[src/assert_macros.svh]
// ============================================================================
// Assertion macros
// Shared concurrent assertion forms, clocked on clock and held off in reset.
// ============================================================================
`ifndef ASSERT_MACROS_SVH
`define ASSERT_MACROS_SVH
`ifndef ASSERT_OFF
// The condition must hold at every rising clock edge outside reset.
`define ASSERT_ALWAYS(label, expr) \
   label: assert property (@(posedge clock) disable iff (reset) (expr)) \
      else $error("assertion failed");
// When the antecedent holds, the consequent must hold in the same cycle.
`define ASSERT_IMPLIES(label, ante, cons) \
   label: assert property (@(posedge clock) disable iff (reset) (ante) |-> (cons)) \
      else $error("assertion failed");
`else
`define ASSERT_ALWAYS(label, expr)
`define ASSERT_IMPLIES(label, ante, cons)
`endif
`endif

[src/cdq_pkg.sv]
// ============================================================================
// Circular deque package
// Sizes, operation and status codes, word types and helpers of the deque.
// ============================================================================
package cdq_pkg;

   // Number of entries and bits kept per entry.
   localparam int DEPTH       = 8;
   localparam int VALUE_WIDTH = 32;

   // Operation codes.
   localparam logic [1:0] OP_PUSH_FRONT = 2'd0;
   localparam logic [1:0] OP_PUSH_REAR  = 2'd1;
   localparam logic [1:0] OP_POP_FRONT  = 2'd2;
   localparam logic [1:0] OP_POP_REAR   = 2'd3;

   // Status codes.
   localparam logic [1:0] ST_DONE  = 2'd0;
   localparam logic [1:0] ST_FULL  = 2'd1;
   localparam logic [1:0] ST_EMPTY = 2'd2;

   typedef logic [VALUE_WIDTH-1:0] value_type;

   // Request word.
   typedef struct packed {
      logic [1:0]         operation;
      logic signed [31:0] push_value;
   } cdq_req_type;

   // Result word.
   typedef struct packed {
      logic signed [31:0] popped_value;
      logic [1:0]         status;
      logic               now_empty;
      logic               now_full;
   } cdq_rsp_type;

   // Command broadcast to every cell; at most one flag is set.
   typedef struct packed {
      logic      push_front;
      logic      push_rear;
      logic      pop_front;
      logic      pop_rear;
      value_type value;
   } cdq_cmd_type;

   // Sign-extend a stored entry and keep the low 32 bits.
   function automatic logic [31:0] widen(input value_type v);
      logic signed [63:0] ext;
      ext = 64'(signed'(v));
      return ext[31:0];
   endfunction

endpackage

[src/cdq_cell.sv]
// ============================================================================
// Deque cell
// One entry of the deque: a value and a valid bit, shifted between neighbors.
// ============================================================================
module cdq_cell (
   input  logic                 clock,
   input  logic                 reset,
   input  cdq_pkg::cdq_cmd_type cmd,
   input  cdq_pkg::value_type   left_value,
   input  logic                 left_valid,
   input  cdq_pkg::value_type   right_value,
   input  logic                 right_valid,
   output cdq_pkg::value_type   cell_value,
   output logic                 cell_valid,
   output logic                 valid_next
);
   import cdq_pkg::*;

   value_type value_ff;
   value_type value_in;
   logic      valid_ff;
   logic      valid_in;

   // Entries sit packed from cell 0 (front) toward the rear. A front push
   // shifts everything one cell toward the rear, a front pop one cell back.
   // The left neighbor of cell 0 presents the pushed value as valid.
   always_comb begin
      value_in = value_ff;
      valid_in = valid_ff;
      if (cmd.push_front) begin
         value_in = left_value;
         valid_in = left_valid;
      end else if (cmd.push_rear) begin
         // The first free cell takes the value.
         if (!valid_ff && left_valid) begin
            value_in = cmd.value;
            valid_in = 1'b1;
         end
      end else if (cmd.pop_front) begin
         value_in = right_value;
         valid_in = right_valid;
      end else if (cmd.pop_rear) begin
         // The last occupied cell lets go of its entry.
         if (valid_ff && !right_valid) begin
            valid_in = 1'b0;
         end
      end
   end

   // The valid bit is control state; the value needs no reset.
   always_ff @(posedge clock) begin
      if (reset) begin
         valid_ff <= 1'b0;
      end else begin
         valid_ff <= valid_in;
      end
   end

   always_ff @(posedge clock) begin
      value_ff <= value_in;
   end

   assign cell_value = value_ff;
   assign cell_valid = valid_ff;
   assign valid_next = valid_in;

endmodule

[src/circular_deque_core.sv]
`include "assert_macros.svh"
// ============================================================================
// Circular deque core
// Double-ended queue of DEPTH entries built as a row of shifting cells.
// ============================================================================
// Usage:
//   A request word is taken at a rising edge with start high and busy low.
//   Its operation is push front, push rear, pop front or pop rear. busy stays
//   low, so one word can be taken in every cycle.
//   Each request gives one result word on rsp_word, marked by rsp_strobe for
//   exactly one cycle, the cycle after the request was taken (throughput one
//   word per cycle). The result carries the popped value
//   (zero on pushes and refusals), the status and the empty and full flags
//   as they stand after the operation.
//   The cells update in the same edge that takes the request, so the row of
//   cells and the one result register set both latency and rate.
//   A push to a full deque or a pop from an empty one changes nothing.
//   Reset (synchronous, active high) empties the deque and drops any strobe.
//   The receiver cannot stall; it must take each result in its cycle.
// ============================================================================
module circular_deque_core (
   input  logic                 clock,
   input  logic                 reset,
   input  logic                 start,
   output logic                 busy,
   input  cdq_pkg::cdq_req_type req_word,
   output logic                 rsp_strobe,
   output cdq_pkg::cdq_rsp_type rsp_word
);
   import cdq_pkg::*;

   logic        accept;
   logic        is_empty;
   logic        is_full;
   cdq_cmd_type cmd;
   logic [1:0]  status;
   logic        take_front;
   logic        take_rear;
   value_type   rear_value;
   logic [31:0] popped;

   value_type        cell_value [DEPTH];
   logic [DEPTH-1:0] valid_vec;
   logic [DEPTH-1:0] valid_next;
   logic [DEPTH-1:0] tail_vec;
   logic [DEPTH-1:0] therm_probe;
   logic             rsp_refused;
   logic             flags_agree;

   logic        rsp_strobe_ff;
   cdq_rsp_type rsp_word_ff;
   cdq_rsp_type rsp_word_in;

   // The deque takes a word in every cycle.
   assign busy   = 1'b0;
   assign accept = start && !busy;

   assign is_empty = !valid_vec[0];
   assign is_full  = valid_vec[DEPTH-1];

   // Decode the operation and refuse it when it cannot be carried out.
   always_comb begin
      cmd        = '0;
      cmd.value  = value_type'(req_word.push_value);
      status     = ST_DONE;
      take_front = 1'b0;
      take_rear  = 1'b0;
      case (req_word.operation)
         OP_PUSH_FRONT: begin
            if (is_full) status = ST_FULL;
            else cmd.push_front = accept;
         end
         OP_PUSH_REAR: begin
            if (is_full) status = ST_FULL;
            else cmd.push_rear = accept;
         end
         OP_POP_FRONT: begin
            if (is_empty) status = ST_EMPTY;
            else begin
               cmd.pop_front = accept;
               take_front    = 1'b1;
            end
         end
         OP_POP_REAR: begin
            if (is_empty) status = ST_EMPTY;
            else begin
               cmd.pop_rear = accept;
               take_rear    = 1'b1;
            end
         end
         default: begin
            status = ST_DONE;
         end
      endcase
   end

   // Row of cells, front at cell 0.
   genvar gi;
   generate
      for (gi = 0; gi < DEPTH; gi++) begin : g_cell
         value_type left_value;
         logic      left_valid;
         value_type right_value;
         logic      right_valid;

         if (gi == 0) begin : g_first
            assign left_value = cmd.value;
            assign left_valid = 1'b1;
         end else begin : g_inner_left
            assign left_value = cell_value[gi-1];
            assign left_valid = valid_vec[gi-1];
         end

         if (gi == DEPTH-1) begin : g_last
            assign right_value = '0;
            assign right_valid = 1'b0;
         end else begin : g_inner_right
            assign right_value = cell_value[gi+1];
            assign right_valid = valid_vec[gi+1];
         end

         assign tail_vec[gi] = valid_vec[gi] && !right_valid;

         cdq_cell u_cell (
            .clock       (clock),
            .reset       (reset),
            .cmd         (cmd),
            .left_value  (left_value),
            .left_valid  (left_valid),
            .right_value (right_value),
            .right_valid (right_valid),
            .cell_value  (cell_value[gi]),
            .cell_valid  (valid_vec[gi]),
            .valid_next  (valid_next[gi])
         );
      end
   endgenerate

   // The rear entry is the one occupied cell whose right neighbor is free.
   always_comb begin
      rear_value = '0;
      for (int i = 0; i < DEPTH; i++) begin
         rear_value = rear_value | (tail_vec[i] ? cell_value[i] : '0);
      end
   end

   // Assemble the result word: popped value from the cells before the operation, flags after it.
   always_comb begin
      popped = '0;
      if (take_front) popped = widen(cell_value[0]);
      else if (take_rear) popped = widen(rear_value);
      rsp_word_in.popped_value = signed'(popped);
      rsp_word_in.status       = status;
      rsp_word_in.now_empty    = !valid_next[0];
      rsp_word_in.now_full     = valid_next[DEPTH-1];
   end

   always_ff @(posedge clock) begin
      if (reset) begin
         rsp_strobe_ff <= 1'b0;
      end else begin
         rsp_strobe_ff <= accept;
      end
   end

   always_ff @(posedge clock) begin
      rsp_word_ff <= rsp_word_in;
   end

   assign rsp_strobe = rsp_strobe_ff;
   assign rsp_word   = rsp_word_ff;

   // Occupied cells always form one run starting at cell 0.
   assign therm_probe = valid_vec + DEPTH'(1);

   // A refused operation, and flags that agree with the cells.
   assign rsp_refused = rsp_strobe && rsp_word.status != ST_DONE;
   assign flags_agree = (rsp_word.now_empty == !valid_vec[0]) &&
                        (rsp_word.now_full == valid_vec[DEPTH-1]);

   `ASSERT_ALWAYS(a_cells_packed, (therm_probe & valid_vec) == '0)
   `ASSERT_IMPLIES(a_strobe_follows_accept, rsp_strobe, $past(accept))
   `ASSERT_IMPLIES(a_refusal_keeps_state, rsp_refused, valid_vec == $past(valid_vec))
   `ASSERT_ALWAYS(a_not_empty_and_full, !(rsp_strobe && rsp_word.now_empty && rsp_word.now_full))
   `ASSERT_IMPLIES(a_flags_match_cells, rsp_strobe, flags_agree)

endmodule

[config.mk]
export PLATFORM = sky130hd
export DESIGN_NAME = circular_deque_core
export DESIGN_NICKNAME = d
export VERILOG_FILES = /design/src/cdq_pkg.sv /design/src/cdq_cell.sv /design/src/circular_deque_core.sv
export VERILOG_INCLUDE_DIRS = /design/src /design/src/src
export SDC_FILE = /design/constraint.sdc
export NUM_CORES = 1
export LEC_CHECK = 0
export ABC_AREA = 1
export BUFFER_PORTS_ARGS = -buffer_cell sky130_fd_sc_hd__buf_2
export CAP_MARGIN = 20
export CORE_ASPECT_RATIO = 1.75
export CORE_MARGIN = 4
export CORE_UTILIZATION = 33
export DETAILED_ROUTE_END_ITERATION = 12
export HOLD_SLACK_MARGIN = 0.15
export PLACE_DENSITY = 0.57
export REMOVE_ABC_BUFFERS = 1
export SYNTH_ARGS = -nofsm -noshare
export SYNTH_HDL_FRONTEND = slang
export SYNTH_HIERARCHICAL = 1
export SYNTH_SLANG_ARGS = --single-unit
export TNS_END_PERCENT = 50
[constraint.sdc]
create_clock -name clock -period 5.9 [get_ports clock]
set_clock_uncertainty 0.1 [all_clocks]
set_input_delay 0.885 -clock clock [delete_from_list [all_inputs] [get_ports clock]]
set_output_delay 0.885 -clock clock [all_outputs]
set_load 0.005 [all_outputs]
==> summary.md, run 1 <==
| Metric | Value |
|---|---|
| Global-route wire length before repair | 100100 µm |
| Tightest slew margin relative to the limit | 0.2732 |
| Timing endpoint of the critical path | g_cell[4].u_cell/cell_value[7] |
| Antenna violation net count after detailed routing | 0 |
| Launch point of the worst reg-to-reg path | g_cell[7].u_cell/cell_valid |
| Gate Count Post-Synth | 2235 |
| H-tree levels | 1 |
| Reg2reg path depth | 7 |
| Crit path DAT | 3.61 ns |
| Power density relative to cell area | around 290 nW/µm² |
| Final setup fails | 0 |
| Post-CTS setup buffers | 0 |
| Register area | 8592 µm² |
| Endpoint kind of the worst setup timing path | register |
| Total of max-cap violations | 0 |
| # resized after CTS | 0 |
| Synthesis Warnings | 6 |
| Proportion of layout cells with a drive suffix above 1 | 0.1007 |
| End of the worst register-to-register path | g_cell[4].u_cell/cell_value[7] |
| Root Buffer | clkbuf_16 |
| Worst hold path depth | 2 |
| Setup repair after global routing missed its margin | no |
| Final worst-path cycle share | 0.5850 |
| Clock period minus final worst setup slack | around 3.5 ns |
| Maximum clock path buffer count | 3 |
| CTS sink cnt | 301 |
| Worst vdd ir | about 0.00023 V |
| Largest fanout of any net on the critical path | 139 |
| Fillers | between 5000 and 6000 |
| Clock transition at the registers of the reported paths | 0.06 ns |
| Leakage power of the design | 7.909 nW |
| Required time of the worst setup path | 6.06 ns |
| Post-route non-filler standard cell count | a little under 3000 |
| WL/cell | 22.74 µm |
| Chip Height | 316.7 µm |
| Later-pin clock latency in the skew report | between 0.5 and 0.6 ns |
| Achievable Freq | 289.7 MHz |
| Post-route setup TNS | 0 ns |
| Start-to-end type of the worst setup path | in2reg |
| First DRT Iteration DRCs | 1904 |
| Multi-input logic area | 7815 µm² |
| Vias in the first global route | 16480 |
| Via Count | 16470 |
| TritonCTS Buffers | 31 |
| Post-DR vias/cell | 5.603 |
| Residual DRC | 0 |
| Count of input and output buffers | 73 |
| Cell area after synthesis | 17970 µm² |
| Global-route usage over all layers | 0.2225 |
| R2R Setup Slk | 2.62 ns |
| Total Die Area | a little under 60000 µm² |
| Detailed placer's ending HPWL | 36710 µm |
| Critical path startpoint category | input pin |
| CTS tree | done |
| Ports placed on the boundary | 75 |
| # hold bufs at CTS | 0 |
| Row cnt | 112 |
| Pre-Repair DR Iteration Count | 5 |
| Placed Instances | roughly 2900 |
| Area of the core | 53670 µm² |
| Die extent in x | 184.4 µm |
| Type of the most critical hold path | reg2reg |
| Max Slew Vio Count | 0 |
| Layout overhead on the synthesized area | 6.468% |
| Post-Route WL | 66850 µm |
| Placer congestion estimate | 0.8338 |
| Initial standard-cell utilization of the core | 0.3348 |
| Final global-route overflow total | 0 |
| Startpoint of the most critical setup path | req_word[32] |
| Critical hold path startpoint | g_cell[0].u_cell/cell_value[18] |
| Antenna violations before repair | 3 |
| Pin count of the biggest net entering global routing | 150 |
| Number of nets in the final layout | approximately 2300 |
| Transition time at the pin with the least slew margin | 1.090 ns |
| Run status | finished, final reports clean |
| Avg Synthesized Cell Area | 8.040 µm² |
| Final hold violation count | 0 |
## metal layers
layer	up-vias	track usage	wire length, µm
li1	7532	-	-
met1	7768	0.2602	24180
met2	907	0.3866	33010
met3	255	0.03788	5637
met4	4	0.1202	3990
met5	-	0	27
## stage by stage
stage	area (µm²)	setup slack [ns]	hold slack (ns)	utilization	power, W
floorplan	16540	-17.39	0.3692	-	0.003275
global placement	18140	1.895	0.4004	0.3381	0.003523
detailed placement	18150	1.910	0.3981	0.3382	0.003547
CTS	19110	2.377	0.4026	0.3560	0.005496
global route	19130	2.354	0.4296	0.3564	0.005680
finish	19130	2.448	0.4104	0.3565	0.005474
## worst min path at each step
stage,to
5_1_grt,rsp_word[21]
2_1_floorplan,rsp_word[10]
6_report,rsp_word[22]
3_5_place_dp,rsp_word[5]
4_1_cts,rsp_word[2]
3_3_place_gp,rsp_word[22]
## placed cells by master, fill, tap and decap left out, drive strengths merged
master         instances
nand2                601
a21oi                512
nor2                 339
edfxtp               256
nand3                224
buf                  100
inv                   54
dfxtp                 45
conb                  35
clkbuf                34
clkinv                26
o221ai                 8
o21ai                  8
nor3                   4
clkinvlp               3
bufinv                 2
nor4                   2
diode                  1
clkdlybuf4s18          1
## power breakdown
group | leakage [nW] | switching, W | internal [W] | total (W)
clock | 0.464 | 0.000905 | 0.00105 | 0.00195
sequential | 2.72 | 0.000106 | 0.00248 | 0.00259
combinational | 4.72 | 0.000672 | 0.000265 | 0.000937
total | 7.91 | 0.00168 | 0.00379 | 0.00547
## sequential cells by signal, summed over array words and instances, names as in the netlist
name                      flops
g_cell.u_cell/cell_valid      8
rsp_word                     36
rsp_strobe                    1
g_cell.u_cell/cell_value    256
## worst max-delay path, stage by stage
cell      delay [ns]
buf_2           0.15
inv_1           0.12
nor3_2          0.37
buf_12          0.60
nand2_1         0.22
o221ai_4        0.75
buf_4           0.45
## layout make-up
cell class | instances | area share
sequential | 301 | 0.4491
multi-input combinational | 1733 | 0.4085
tap | 684 | 0.04473
clock buffer | 34 | 0.04114
timing repair buffer | 101 | 0.03218
inverter | 62 | 0.01543
clock inverter | 23 | 0.008829
antenna | 1 | 0.0001308
No activity file was read; power rests on OpenSTA's default activity.
==> inputs of run 2 (changes only) <==
--- a/config.mk
+++ b/config.mk
@@ -14,7 +14,7 @@
 export CORE_UTILIZATION = 33
 export DETAILED_ROUTE_END_ITERATION = 12
 export HOLD_SLACK_MARGIN = 0.15
-export PLACE_DENSITY = 0.57
+export PLACE_DENSITY = 0.59
 export REMOVE_ABC_BUFFERS = 1
 export SYNTH_ARGS = -nofsm -noshare
 export SYNTH_HDL_FRONTEND = slang
==> constraint.sdc (replaced) <==
create_clock -name clock -period 2.91 [get_ports clock]
set_clock_uncertainty 0.1 [all_clocks]
set_input_delay 0.4365 -clock clock [delete_from_list [all_inputs] [get_ports clock]]
set_output_delay 0.4365 -clock clock [all_outputs]
set_load 0.005 [all_outputs]
==> run 2 against run 1 <==
Net effect:
- global-route usage is 0.11 points lower
- worst setup slack got worse by 2.0 ns
- sequential share of layout area decreased by 0.72 points
- flip-flop and latch count did not move
- worst hold slack got worse by 0.18 ns
- cell count rose by 1.1%
- largest power group unchanged
- core utilization increased by 0.57 points
==> summary.md, run 2 (same netlist as run 1, synthesis figures left out) <==
| Metric | Value |
|---|---|
| H-tree levels | 1 (unchanged) |
| Root Buffer | clkbuf_16 |
| Global-route usage over all layers | 0.2215 (-0.001062) |
| First DRT Iteration DRCs | 1918 (+0.74%) |
| Residual DRC | 0 (unchanged) |
| Vias in the first global route | 16100 (-2.3%) |
| Total of max-cap violations | 0 (unchanged) |
| Global-route wire length before repair | 99280 µm (-0.85%) |
| Endpoint kind of the worst setup timing path | register |
| Count of input and output buffers | 73 (unchanged) |
| Final Core Density | 0.3622 (+0.005688) |
| Commonest non-fill, non-tap cell in the layout | nand2_1 |
| CTS tree | done |
| Worst vdd ir | 0.0004585 V (+100%) |
| Die extent in x | 184.4 µm (unchanged) |
| Final global-route overflow total | 0 (unchanged) |
| Post-CTS setup buffers | 0 (unchanged) |
| Required time of the worst setup path | 3.14 ns (-2.92 ns) |
| Antenna violations before repair | 3 (unchanged) |
| Area of the core | 53670 µm² (unchanged) |
| Initial standard-cell utilization of the core | 0.3348 (unchanged) |
| Post-route setup slack | 0.4398 ns (-2.009 ns) |
| Setup repair after global routing missed its margin | no |
| Flip-flop count of the largest register, all copies and words added | 256 (unchanged) |
| Max Slew Vio Count | 0 (unchanged) |
| Ports placed on the boundary | 75 (unchanged) |
| Start-to-end type of the worst setup path | in2reg |
| Clock transition at the registers of the reported paths | 0.07 ns (about the same) |
| Row cnt | 112 (unchanged) |
| WL/cell | 22.59 µm (-0.67%) |
| # resized after CTS | 0 (unchanged) |
| Run status | finished, final reports clean |
| Worst-case setup slack after placement | 0.3426 ns (-1.568 ns) |
| Fillers | 5484 (-1.8%) |
| Achievable Freq | 404.8 MHz |
| Later-pin clock latency in the skew report | 0.58 ns (about the same) |
| Placed Instances | 2907 (+0.94%) |
| Layout overhead on the synthesized area | 8.167% |
| CTS sink cnt | 301 (unchanged) |
| Power density relative to cell area | 572.0 nW/µm² (+100%) |
| Post-Route WL | 67100 µm (+0.38%) |
| Maximum clock path buffer count | 3 (unchanged) |
| Type of the most critical hold path | in2reg |
| Proportion of layout cells with a drive suffix above 1 | 0.1095 (+0.008795) |
| Largest fanout of any net on the critical path | 49 (-65%) |
| Critical path startpoint category | input pin |
| TritonCTS Buffers | 30 (-3.2%) |
| Pin count of the biggest net entering global routing | 135 (-10%) |
| Transition time at the pin with the least slew margin | 0.9700 ns (-0.1202 ns) |
| Tightest slew margin relative to the limit | 0.3524 (+0.07919) |
| Chip Height | 316.7 µm (unchanged) |
| Register area | 8589 µm² (about the same) |
| Post-DR vias/cell | 5.588 (-0.26%) |
| Via Count | 16600 (+0.80%) |
| Final worst-path cycle share | 0.8489 |
| Final hold violation count | 0 (unchanged) |
| Antenna violation net count after detailed routing | 0 (unchanged) |
| Crit path DAT | 2.70 ns (-0.91 ns) |
| Final setup fails | 0 (unchanged) |
| Number of nets in the final layout | 2296 (+1.3%) |
| Post-route non-filler standard cell count | 2970 (+1.1%) |
| Post-route setup TNS | 0 ns (unchanged) |
| Clock period minus final worst setup slack | 2.470 ns |
| Multi-input logic area | 7815 µm² (unchanged) |
| Hold Slack | 0.2260 ns (-0.1843 ns) |
| Leading cell types in the layout, fill and taps excluded | nand2_1, a21oi_1, nor2_1 |
| Pre-Repair DR Iteration Count | 8 (+3) |
| Placer congestion estimate | 0.8507 (+2.0%) |
| Detailed placer's ending HPWL | 37400 µm (+1.9%) |
| Leakage power of the design | 8.074 nW (+2.1%) |
| Total Die Area | 58400 µm² (unchanged) |
| # hold bufs at CTS | 4 (+4) |
[run 2: changes by cell type in the layout (fill, tap and decap cells not counted), moves of 3 or more]
cell	delta
buf_12	+6
buf_4	+21
clkbuf_1	+3
clkinv_1	-6
dlygate4sd3_1	+4
inv_1	+3
inv_2	-3
[run 2: metal layers]
metal  routed length (µm)  global-route usage
met1                23950              0.2742
met2                31920              0.3717
met3                 6996             0.03285
met4                 4237              0.1179
met5                    0                   0
[run 2: layout make-up]
class | count | area share
flip-flops and latches | 301 | 0.4419
multi-input cells | 1733 | 0.4021
repair buffers | 131 | 0.04751
well taps | 684 | 0.04403
clock buffers | 39 | 0.04248
inverters | 62 | 0.01519
clock inverters | 17 | 0.006437
diodes | 3 | 0.0003862
[run 2: worst max-delay path, cell delays in order]
cell           delay [ns]
dlygate4sd3_1        0.54
buf_2                0.16
nor3_2               0.26
buf_12               0.25
buf_12               0.31
clkinv_4             0.43
nand2_1              0.20
a21oi_2              0.07
[run 2: final timing paths]
check / depth (start not counted) / from / slack, ns / to
min reg2reg: 2 / g_cell[0].u_cell/cell_value[25] / 0.41 / rsp_word[29]
min: 3 / req_word[10] / 0.23 / g_cell[0].u_cell/cell_value[10]
max: 8 / req_word[33] / 0.44 / g_cell[3].u_cell/cell_value[3]
max reg2reg: 6 / g_cell[0].u_cell/cell_valid / 0.54 / g_cell[6].u_cell/cell_value[29]
[run 2: where the power goes]
| part | switching, W | total, W | internal, W |
|---|---|---|---|
| Clock | 0.00182 | 0.00392 | 0.00210 |
| Combinational | 0.00140 | 0.00198 | 0.000580 |
| Sequential | 0.000188 | 0.00521 | 0.00502 |
| Total | 0.00342 | 0.0111 | 0.00770 |
[run 2: metrics by stage]
stage | power (W) | instance area [µm²]
global route | 0.01151 | 19430
global placement | 0.007189 | 18440
detailed placement | 0.007235 | 18440
CTS | 0.01115 | 19430
finish | 0.01112 | 19440
floorplan | 0.006640 | 16540
==> inputs of run 3 (changes only) <==
--- a/config.mk
+++ b/config.mk
@@ -6,7 +6,7 @@
 export SDC_FILE = /design/constraint.sdc
 export NUM_CORES = 1
 export LEC_CHECK = 0
-export ABC_AREA = 1
+export ABC_AREA = 0
 export BUFFER_PORTS_ARGS = -buffer_cell sky130_fd_sc_hd__buf_2
 export CAP_MARGIN = 20
 export CORE_ASPECT_RATIO = 1.75
@@ -14,7 +14,7 @@
 export CORE_UTILIZATION = 33
 export DETAILED_ROUTE_END_ITERATION = 12
 export HOLD_SLACK_MARGIN = 0.15
-export PLACE_DENSITY = 0.59
+export PLACE_DENSITY = 0.57
 export REMOVE_ABC_BUFFERS = 1
 export SYNTH_ARGS = -nofsm -noshare
 export SYNTH_HDL_FRONTEND = slang
==> constraint.sdc (replaced) <==
create_clock -name clock -period 2.4 [get_ports clock]
set_clock_uncertainty 0.1 [all_clocks]
set_input_delay 0.36 -clock clock [delete_from_list [all_inputs] [get_ports clock]]
set_output_delay 0.36 -clock clock [all_outputs]
set_load 0.005 [all_outputs]
==> run 3 against run 2 <==
Net effect:
- sequential power is 21% higher
- synthesized cell count is 33% lower
- flip-flop and latch count stayed put
- synthesized area is 8.1% lower
- core utilization is 2.7 points higher
- global-route usage is 5.3 points lower
==> summary.md, run 3 <==
| Metric | Value |
|---|---|
| Run status | finished, final reports clean |
| Post-CTS setup buffers | 0 (unchanged) |
| Leading cell types in the layout, fill and taps excluded | nand2_1, mux2i_1, edfxtp_1 |
| Detailed placer's ending HPWL | 27940 µm (-25%) |
| Row cnt | 108 (-3.6%) |
| Reg2reg path depth | 6 (unchanged) |
| Largest fanout of any net on the critical path | 14 (-71%) |
| End of the worst register-to-register path | g_cell[1].u_cell/cell_value[16] |
| Type of the most critical hold path | in2reg |
| Endpoint kind of the worst setup timing path | register |
| Vias in the first global route | 12300 (-24%) |
| Post-DR vias/cell | 5.375 (-3.8%) |
| Critical path startpoint category | input pin |
| Post-route setup TNS | 0 ns (unchanged) |
| Hold Slack | 0.1829 ns (-0.04310 ns) |
| Later-pin clock latency in the skew report | 0.57 ns (about the same) |
| CTS sink cnt | 301 (unchanged) |
| Global-route usage over all layers | 0.1689 (-0.05257) |
| Synthesis Warnings | 6 (unchanged) |
| Global-route wire length before repair | 72130 µm (-27%) |
| Worst vdd ir | 0.0004942 V (+7.8%) |
| Launch point of the worst reg-to-reg path | g_cell[7].u_cell/cell_valid |
| Post-route cell area | 19300 µm² (-0.70%) |
| Maximum clock path buffer count | 3 (unchanged) |
| CTS tree | done |
| Clock transition at the registers of the reported paths | 0.06 ns (about the same) |
| Root Buffer | clkbuf_16 |
| Flip-flop count of the largest register, all copies and words added | 256 (unchanged) |
| Number of nets in the final layout | 1646 (-28%) |
| H-tree levels | 1 (unchanged) |
| Design Power | 0.01305 W (+17%) |
| Final global-route overflow total | 0 (unchanged) |
| Crit path DAT | 2.40 ns (-0.30 ns) |
| Pin count of the biggest net entering global routing | 116 (-14%) |
| Transition time at the pin with the least slew margin | 0.6772 ns (-0.2927 ns) |
| Achievable Freq | between 400 and 500 MHz |
| Ports placed on the boundary | 75 (unchanged) |
| Critical hold path startpoint | req_word[15] |
| Chip Height | 303.9 µm (-4.0%) |
| Endpoint of the worst hold-timing path | g_cell[0].u_cell/cell_value[15] |
| Initial standard-cell utilization of the core | 0.3329 (-0.001880) |
| Total of max-cap violations | 0 (unchanged) |
| Max Slew Vio Count | 0 (unchanged) |
| Post-route non-filler standard cell count | 2295 (-23%) |
| Total Die Area | 53820 µm² (-7.8%) |
| Placed instance area | 17960 µm² (-2.6%) |
| Count of input and output buffers | 73 (unchanged) |
| Power density relative to cell area | 675.9 nW/µm² (+18%) |
| Via Count | 12340 (-26%) |
| First DRT Iteration DRCs | 1220 (-36%) |
| Tightest slew margin relative to the limit | 0.5485 (+0.1961) |
| Pre-Repair DR Iteration Count | 6 (-2) |
| Post-Route WL | 47300 µm (-30%) |
| Setup repair after global routing missed its margin | no |
| Placer congestion estimate | 0.7845 (-7.8%) |
| Commonest non-fill, non-tap cell in the layout | nand2_1 |
| Gate Count Post-Synth | 1491 (-33%) |
| R2R Setup Slk | 0.31 ns (-0.23 ns) |
| Clock period minus final worst setup slack | 2.247 ns |
| WL/cell | 20.61 µm (-8.8%) |
| Die extent in x | 177.1 µm (-4.0%) |
| Residual DRC | 0 (unchanged) |
| Final worst-path cycle share | 0.9363 |
| Cell area after synthesis | 16510 µm² (-8.1%) |
| Final setup fails | 0 (unchanged) |
| TritonCTS Buffers | 31 (+3.3%) |
| Antenna violation net count after detailed routing | 0 (unchanged) |
| Proportion of layout cells with a drive suffix above 1 | 0.1330 (+0.02354) |
| Leakage power of the design | 6.091 nW (-25%) |
| Final hold violation count | 0 (unchanged) |
| Antenna violations before repair | 4 (+1) |
| Required time of the worst setup path | 2.55 ns (-0.59 ns) |
| Area of the core | 49590 µm² (-7.6%) |
| Worst hold path depth | 3 (unchanged) |
| Placed Instances | 2201 (-24%) |
| Avg Synthesized Cell Area | 11.07 µm² (+38%) |
| Start-to-end type of the worst setup path | in2reg |
| Layout overhead on the synthesized area | 16.90% |
==> run 3: per-layer routing <==
metal,vias to the layer above,GRT usage,wire [µm]
li1,5802,-,-
met4,0,0.06681,1889
met1,6016,0.2171,19140
met2,411,0.2897,23500
met5,-,0,0
met3,107,0.01852,2775
==> run 3: cell type report <==
class	instances	area, µm²
Multi-Input combinational cell	1079	7159
Clock buffer	48	909.6
Sequential cell	301	8589
Clock inverter	7	68.82
Timing Repair Buffer	179	1674
Fill cell	4789	30290
Antenna cell	4	10.01
Tap cell	660	825.8
Inverter	17	63.81
==> run 3: worst max path at each step <==
| stage | start | end | cells past startpoint |
|---|---|---|---|
| 2_1_floorplan | g_cell[7].u_cell/cell_valid | g_cell[0].u_cell/cell_value[0] | 2 |
| 3_3_place_gp | req_word[33] | g_cell[1].u_cell/cell_value[6] | 7 |
| 3_5_place_dp | req_word[33] | g_cell[0].u_cell/cell_value[6] | 7 |
| 4_1_cts | req_word[33] | g_cell[0].u_cell/cell_value[16] | 8 |
| 5_1_grt | req_word[33] | g_cell[0].u_cell/cell_value[16] | 8 |
| 6_report | req_word[33] | g_cell[1].u_cell/cell_value[1] | 8 |
==> run 3: where the power goes <==
group          switching (W)  leakage [nW]  internal (W)
Combinational        0.00116          2.89      0.000786
Clock                0.00210         0.475       0.00270
Sequential          0.000223          2.73       0.00608
Total                0.00349          6.09       0.00956
==> run 3: worst max-delay path, stage by stage <==
cell and delay [ns]:
dlygate4sd3_1 0.52, buf_2 0.18, nand2_1 0.11, nor2_4 0.09
and2_1 0.45, inv_1 0.14, o221ai_4 0.25, buf_4 0.29
==> run 3: metrics by stage <==
stage	util	setup slack (ns)
3_5_place_dp	0.3622	0.09587
5_1_grt	0.3892	0.02041
4_1_cts	0.3890	0.1630
3_3_place_gp	0.3622	0.1335
2_1_floorplan	-	-49.63
6_report	0.3892	0.1529
==> run 3: what timing repair did <==
| action | 4_1_cts | 5_1_grt |
|---|---|---|
| resized for setup | 0 | 0 |
| endpoints found under the hold margin | 44 | 0 |
| hold buffers | 35 | 0 |
